$ cat config.mk
export PLATFORM = sky130hd
export DESIGN_NAME = mdr_div_stage
export DESIGN_NICKNAME = d
export VERILOG_FILES = /design/src/hw/rtl/mdr_pkg.sv /design/src/hw/rtl/mdr_div_stage.sv
export SDC_FILE = /design/constraint.sdc
export NUM_CORES = 1
export LEC_CHECK = 0
export ABC_AREA = 0
export BUFFER_PORTS_ARGS = -buffer_cell sky130_fd_sc_hd__buf_4
export CAP_MARGIN = 20
export CORE_AREA = 4 4 177 179
export CTS_CLUSTER_DIAMETER = 200
export DETAILED_ROUTE_END_ITERATION = 8
export DIE_AREA = 0 0 181 183
export PLACE_DENSITY = 0.69
export SKIP_CTS_REPAIR_TIMING = 1
export SKIP_LAST_GASP = 1
export SYNTH_ARGS = -nofsm -noshare
export SYNTH_HDL_FRONTEND = slang
export SYNTH_SLANG_ARGS = --single-unit
$ cat constraint.sdc
create_clock -name clk -period 4.9 [get_ports clk]
set_input_delay 0.735 -clock clk [delete_from_list [all_inputs] [get_ports clk]]
set_output_delay 0.735 -clock clk [all_outputs]
set_load 0.01 [all_outputs]
$ cat src/hw/rtl/mdr_pkg.sv
// Shared types and constants for the rescaling pipeline.
package mdr_pkg;
  localparam int VAL_W = 64;
  localparam int CFG_W = 63;
  localparam int MODE_W = 3;
  localparam int PROD_W = 128;

  localparam logic [MODE_W-1:0] MODE_NEAREST = 3'd0;
  localparam logic [MODE_W-1:0] MODE_TRUNC   = 3'd1;
  localparam logic [MODE_W-1:0] MODE_AWAY    = 3'd2;
  localparam logic [MODE_W-1:0] MODE_FLOOR   = 3'd3;
  localparam logic [MODE_W-1:0] MODE_CEIL    = 3'd4;

  localparam logic [1:0] REG_MULT = 2'd0;
  localparam logic [1:0] REG_DIV  = 2'd1;
  localparam logic [1:0] REG_MODE = 2'd2;

  // Item context carried alongside the arithmetic through every stage.
  typedef struct packed {
    logic neg;
    logic err;
  } ctx_t;
endpackage

$ cat src/hw/rtl/mdr_div_stage.sv
// One restoring-division step of the divider pipeline, registered.
module mdr_div_stage (
  input  logic                      clk,
  input  logic                      rst_n,
  input  logic                      en,
  input  logic                      in_v,
  input  logic [63:0]               rem_i,
  input  logic [63:0]               lo_i,
  input  logic [63:0]               q_i,
  input  logic [mdr_pkg::CFG_W-1:0] d,
  input  mdr_pkg::ctx_t             in_ctx,
  output logic                      out_v,
  output logic [63:0]               rem_o,
  output logic [63:0]               lo_o,
  output logic [63:0]               q_o,
  output mdr_pkg::ctx_t             out_ctx
);
  logic [64:0] sh;
  logic [64:0] diff;
  logic        take;
  always_comb begin
    sh   = {rem_i, lo_i[63]};
    diff = sh - {2'b00, d};
    take = !diff[64];
  end
  always_ff @(posedge clk) begin
    if (!rst_n) out_v <= 1'b0;
    else if (en) out_v <= in_v;
    if (en) begin
      rem_o   <= take ? diff[63:0] : sh[63:0];
      lo_o    <= {lo_i[62:0], 1'b0};
      q_o     <= {q_i[62:0], take};
      out_ctx <= in_ctx;
    end
  end
endmodule

Word-level counts from Yosys, hierarchy flattened:

Cells that the tools add are included.

* bits of input ports: 261
* register bits: 194

* multiplexer cells: 1
* reductions and logical operators: 1
* $add $sub $neg: 1

Operators by type and width (count)
* $sub A65 B63 Y65: 1
* $mux W64: 1
* $logic_not A1 Y1: 1

Longest topological paths before layout:

Gate-level depths: netlist (run 1).

* word-level depth: 2
* gate-level depth with buffers: 17
* depth with buffers taken out: 14

Worst setup path before layout (run 1):

Ideal clock, no wire load.

* path type: input port to flip-flop
* start point: in lo_i[63]
* end point: reg rem_o[32], data pin
* setup slack: 1.158 ns
* stages: 16
* arrival: 3.480 ns
* cells stage by stage: inv_1 ha_1 fa_1 nor2b_1 o2111ai_1 a21oi_1 o21ai_1 o211ai_2 o21ai_2 and3_1 or3_1 buf_2 inv_4 buf_12 buf_8 mux2_1

* longest elaborated chain between the ends: 2

RTL lines
* from (decl): line mdr_div_stage.sv:8 `input logic [63:0] lo_i,`
* $sub A65 B63 Y65: line mdr_div_stage.sv:23 `diff = sh - {2'b00, d};`
* $mux W64: line mdr_div_stage.sv:30 `rem_o <= take ? diff[63:0] : sh[63:0];`
* to (signal assigned): line mdr_div_stage.sv:30
* to (decl): line mdr_div_stage.sv:13 `output logic [63:0] rem_o,`

No other way between the ends.
A chain may end at the register's enable or synchronous reset.

Final worst setup path (run 1):

* start point: in lo_i[63]
* end point: reg rem_o[4], data pin

The elaborated chain is that of the path after synthesis.

==> reports/results.tsv, run 1 <==
metric	value	unit
outcome	completed	
grt.total_usage	20.1	%
drt_iter0_drc	584	
cp_max_fo	31	
ys_async_sr_fraction	0	%
grt_overflow_total	0	
globalplace.congestion	0.923	
hp-class	input pin to flop	
power.leakage	6.74	nW
endpoint_kind	flop	
ff2ff_setup_slack	4.31	ns
nets	1703	
setup-violations-final	0	
clk_latency	0.43	ns
synthMuxAreaShare	4.89	%
cts_sinks	194	
synth_xor_area_share	4.54	%
min_period_over_period	78.3	%
cp-start-kind	input pin	
avgRoutedWirePerCell	19.6	µm
clock_skew	0	ns
syn_nets	1258	
remaining_drc_errors	0	
drive_gt1_share	38.4	%
synthDistinctLibCells	69	
yosys.area_share.simple	9.26	%
htreeDepth	4	
final.setup.tns	0	ns
synth_compound_gate_area_share	15.0	%
synth_top_family_by_area	compound AO/OA/AOI/OAI gates	
rr_worst_depth	2	
r2r-end	out_v	
synth.avg_cell_area	11.5	µm²
peakVddDrop	0.201	mV
reg2reg_from	out_v	
slew_headroom	26.8	%
clock_tree.buffer_depth	2	
worstPathRequired	5.10	ns
worst_slew_pin_slew	1.10	ns
antenna_cells	0	
start_util	36.4	%
crit_path_end	rem_o[4]	
synthToLayoutAreaGrowth	40.8	%
post_drt_via_cell_ratio	5.06	
firstDrtPassIters	5	
synth-adder-area-share	7.50	%
synth_area	0.0108	mm²
crit_path_start	lo_i[63]	
dp_hpwl	28100	µm
drtAntennaViolNets	0	
die_w	181	µm
numCtsBuffers	17	
wl_met3	2410	µm
pre_cts_ws	0.604	ns
synth_cells	933	
ys_seq_area_share	54.0	%
worstPathArrival	4.04	ns
fp.dieArea	0.0331	mm²
rows	63	
cts_root_buf	clkbuf_16	
first_global_vias	8854	
hold_violations	0	
setup_ws	1.06	ns
vias	9001	
powerDensity	320	mW/mm²
rsz0062_at_grt	false	
drv_cap	0	
min_period	3.84	ns
antenna_found_initial	0	
drv_slew	0	
clk_pin_slew_worst_paths	0.09	ns
io_pins	456	
ys_warn_count	0	
die_y	183	µm
ys.flop_type	edfxtp_1	
cts_tree	done	
maxClockFrequency	261	MHz
synth_seq_cells	194	
coreArea	0.0296	mm²
grt_max_degree	131	
wl	34900	µm
synth_edf_count	193	
wirelength_met1	14200	µm
grt_pass1_wl	52200	µm
worstSetupPathType	input pin to flop	
portBuffers	453	
wl_met2	17800	µm
maxUsedRoutingLayer	met4	
==> worst min path at each step <==
stage,from,to,slack (ns),cells after the start
2_1_floorplan,out_v,out_v,0.54,2
3_3_place_gp,out_v,out_v,0.50,2
3_5_place_dp,out_v,out_v,0.51,2
4_1_cts,q_i[27],q_o[28],0.44,1
5_1_grt,lo_i[51],lo_o[52],0.43,1
6_report,q_i[27],q_o[28],0.46,1
==> worst max-delay path: stages <==
cell and delay, ns:
buf_4 0.08, inv_1 0.03, ha_1 0.21, fa_1 0.41, nor2b_1 0.17, o2111ai_1 0.17
a21oi_1 0.36, o21ai_1 0.12, o211ai_2 0.16, o21ai_2 0.13, and3_1 0.18, or3_1 0.43
inv_4 0.21, buf_12 0.23, mux2_2 0.37
==> logic make-up (layout without fill, tap and decap cells) <==
logic type	after synthesis	count (layout)
DFF	194	194
AOI/OAI and AO/OA	244	244
and+or+nand+nor	209	209
xor gates and xnor gates	55	55
buffers and inverters	119	576
other	1	1
muxes	47	47
adders and majority gates	64	64
==> metal layers <==
layer / vias up / track usage (%)
li1: 4335 / -
met1: 4289 / 24.5
met3: 31 / 4.94
met4: 0 / 4.92
met2: 346 / 35.9
met5: - / 0
==> sequential cells by signal (all words and copies together) (netlist names) <==
name / flops
lo_o: 63
out_ctx: 2
rem_o: 64
out_v: 1
q_o: 64
==> power by group <==
group | internal [mW] | switching, mW
logic | 0.650 | 0.674
registers | 2.04 | 0.0474
clock network | 0.700 | 0.745
==> placed cells by master, fill, tap and decap left out, types with 14 or more instances in the layout <==
cell,count
mux2_2,26
a21oi_1,81
nand2_1,61
buf_4,456
ha_1,63
clkbuf_16,17
o31ai_1,15
xor2_1,16
o21bai_1,17
o21ai_0,36
nand3_1,14
nor2_1,55
nand4_1,20
edfxtp_1,193
xnor2_1,38
mux2_1,19
a21o_1,32
inv_1,84
==> cell usage after synthesis (4+ instances only) <==
library cell	number	area share (%)
ha_1	63	7.3
nand4_1	20	1.2
and2_1	4	0.23
buf_4	4	0.28
a21oi_1	81	3.8
a31o_2	5	0.41
a21boi_0	6	0.42
or3_1	5	0.29
inv_1	84	2.9
and3_1	6	0.35
nand2_1	61	2.1
nand2b_1	9	0.52
xnor2_1	38	3.1
o21bai_1	17	1.2
nor2_1	55	1.9
o211ai_1	7	0.49
mux2_2	26	2.7
a31oi_1	9	0.52
xor2_1	16	1.3
clkbuf_1	23	0.80
edfxtp_1	193	54
nor2b_1	9	0.52
mux2_1	19	2.0
o31ai_1	15	1.0
nor3_1	13	0.60
nand3_1	14	0.65
o21a_1	6	0.42
a21o_1	32	2.2
o21ai_0	36	1.7
==> final cells by class <==
class,count,area (µm²)
clock buffers,17,425
clock inverters,14,178
fillers,2651,14400
inverters,85,322
multi-input cells,620,4440
flip-flops and latches,194,5820
well taps,390,488
repair buffers,460,3500
==> per-stage QoR <==
step / utilization, % / hold slack (ns) / cells / cell area [µm²] / power (mW)
after floorplan: - / 0.538 / 933 / 10800 / 2.81
after global placement: 49.3 / 0.499 / 1749 / 14600 / 3.44
after detailed placement: 49.3 / 0.506 / 1749 / 14600 / 3.45
after CTS: 51.3 / 0.443 / 1780 / 15200 / 4.90
after global routing: 51.3 / 0.430 / 1780 / 15200 / 5.10
final: 51.3 / 0.460 / 1780 / 15200 / 4.86
Note: power is estimated with default switching activity, not from simulation.
==> run 2: changes to the inputs <==
CORE_AREA = 4 4 176 178   (was 4 4 177 179)
DIE_AREA = 0 0 180 182   (was 0 0 181 183)
PLACE_DENSITY = 0.72   (was 0.69)
clock period = 3.1 ns   (was 4.9 ns; I/O delays follow)
==> reports/results.tsv, run 2 (synthesis gave the netlist of run 1 again) <==
metric	value	unit	change
cp-start-kind	input pin		
place_area	0.0162	mm²	+11%
peakVddDrop	0.361	mV	+79%
fin_hold_ws	0.192	ns	-0.268 ns
reg_top3	q_o: 64 flops, rem_o: 64 flops, lo_o: 63 flops		
worst_slew_pin_slew	0.527	ns	-0.571 ns
cts_sinks	194		unchanged
outcome	completed		
grt.total_usage	21.8	%	+1.7 points
avgRoutedWirePerCell	19.2	µm	-2.0%
netSwitchingPower	2.46	mW	+68%
switching_share	30.0	%	-0.24 points
cp_max_fo	5		-84%
rr_worst_depth	2		unchanged
fp.dieArea	0.0328	mm²	-1.1%
dpl.cell_count	1940		+11%
fin_area	0.0172	mm²	+14%
worstHoldStart	q_i[46]		
setup-violations-final	0		unchanged
dp_hpwl	30800	µm	+9.6%
drive_gt1_share	49.7	%	+11 points
final_cell_count_no_fill	1986		+12%
grt_max_degree	82		-37%
slew_headroom	64.6	%	+38 points
globalplace.congestion	0.871		-5.7%
reg2reg_from	out_v		
pre_cts_ws	-0.632	ns	-1.24 ns
min_period_over_period	99.2	%	
firstDrtPassIters	5		unchanged
drv_slew	0		unchanged
worstSetupPathType	input pin to flop		
r2r-end	out_v		
layout_common_cells	648 x buf_4, 193 x edfxtp_1, 81 x inv_1, 75 x a21oi_1, 60 x nand2_1		
start_util	36.6	%	+0.20 points
numCtsBuffers	17		unchanged
min_period	3.07	ns	
maxClockFrequency	325	MHz	
finish.utilization	58.6	%	+7.3 points
remaining_drc_errors	0		unchanged
clock_skew	0	ns	unchanged
setup_ws	0.0252	ns	-1.04 ns
p_clk_share	27.6	%	-2.1 points
clk_pin_slew_worst_paths	0.09	ns	about the same
met2_usage	40.3	%	+4.5 points
met3_usage	5.97	%	+1.0 points
final.setup.tns	0	ns	unchanged
nets	1907		+12%
whs_endpoint	q_o[47]		
clk_latency	0.43	ns	about the same
portBuffers	453		unchanged
p_comb_share	32.1	%	+4.8 points
sequentialPowerShare	40.3	%	-2.7 points
coreArea	0.0294	mm²	-0.53%
rows	63		unchanged
endpoint_kind	flop		
worstPathArrival	3.27	ns	-0.77 ns
worstPathRequired	3.29	ns	-1.81 ns
synthToLayoutAreaGrowth	59.8	%	
mostFrequentLayoutCell	buf_4		
drtAntennaViolNets	0		unchanged
power	8.21	mW	+69%
drt_iter0_drc	435		-26%
hp-class	input pin to flop		
antenna_found_initial	5		+5
wl	38200	µm	+9.4%
grt_use_met1	24.3	%	-0.20 points
intPower	5.75	mW	+70%
cts_root_buf	clkbuf_16		
post_drt_via_cell_ratio	4.97		-1.8%
cts_tree	done		
die_w	180	µm	-0.55%
power.leakage	7.89	nW	+17%
die_y	182	µm	-0.55%
first_global_vias	9940		+12%
htreeDepth	4		unchanged
vias	9864		+9.6%
powerDensity	477	mW/mm²	+49%
drv_cap	0		unchanged
grt_overflow_total	0		unchanged
hold_violations	0		unchanged
clock_tree.buffer_depth	2		unchanged
grt_pass1_wl	56000	µm	+7.2%
whs_path_depth	1		unchanged
ff2ff_setup_slack	2.48	ns	-1.83 ns
io_pins	456		unchanged
top_usage_layer	met2		
==> run 2: cell count changes in the layout (fill, tap and decap cells not counted), sizes merged <==
cell / delta
buf: +199
clkinv: +6
clkbuf: +4
inv: -4
diode: +1
==> run 2: area by class of cell <==
| class | instances | area [µm²] |
|---|---|---|
| repair inverters | 1 | 16.3 |
| fillers | 2429 | 12200 |
| multi-input cells | 620 | 4800 |
| inverters | 85 | 339 |
| clock inverters | 15 | 185 |
| diodes | 1 | 2.50 |
| clock buffers | 17 | 425 |
| repair buffers | 663 | 5150 |
| flip-flops and latches | 194 | 5820 |
| well taps | 390 | 488 |
==> run 2: how the worst max path moves through the flow <==
| stage | to | depth (start not counted) | startpoint |
|---|---|---|---|
| CTS | rem_o[61] | 15 | d[2] |
| global route | rem_o[13] | 13 | rem_i[18] |
| floorplan | rem_o[47] | 16 | lo_i[63] |
| detailed placement | rem_o[61] | 15 | d[2] |
| global placement | rem_o[2] | 15 | rem_i[32] |
| finish | rem_o[8] | 14 | rem_i[12] |
==> run 2: power by group through the flow <==
| stage | combinational (mW) | clock, mW | sequential [mW] |
|---|---|---|---|
| 4_1_cts | 2.50 | 2.32 | 3.31 |
| 6_report | 2.63 | 2.27 | 3.31 |
| 5_1_grt | 2.83 | 2.43 | 3.34 |
| 3_3_place_gp | 2.45 | 0 | 3.36 |
| 2_1_floorplan | 1.02 | 0 | 3.51 |
| 3_5_place_dp | 2.49 | 0 | 3.37 |
==> run 2: worst max-delay path: stages <==
cell and delay [ns]:
buf_4 0.12, ha_4 0.29, buf_6 0.10, nand4_1 0.20, buf_4 0.22, nor4_4 0.27, o21ai_2 0.11, o211ai_4 0.14
o21ai_2 0.13, and3_1 0.18, or3_4 0.45, clkinv_8 0.11, clkbuf_16 0.15, mux2_2 0.32
==> run 2: metal layers <==
layer	wire length (µm)	vias to the layer above	share of wire [%]
met5	53	-	0.14
met4	1030	8	2.7
met3	2530	59	6.6
met2	20200	341	53
met1	14400	4705	38
li1	-	4751	-
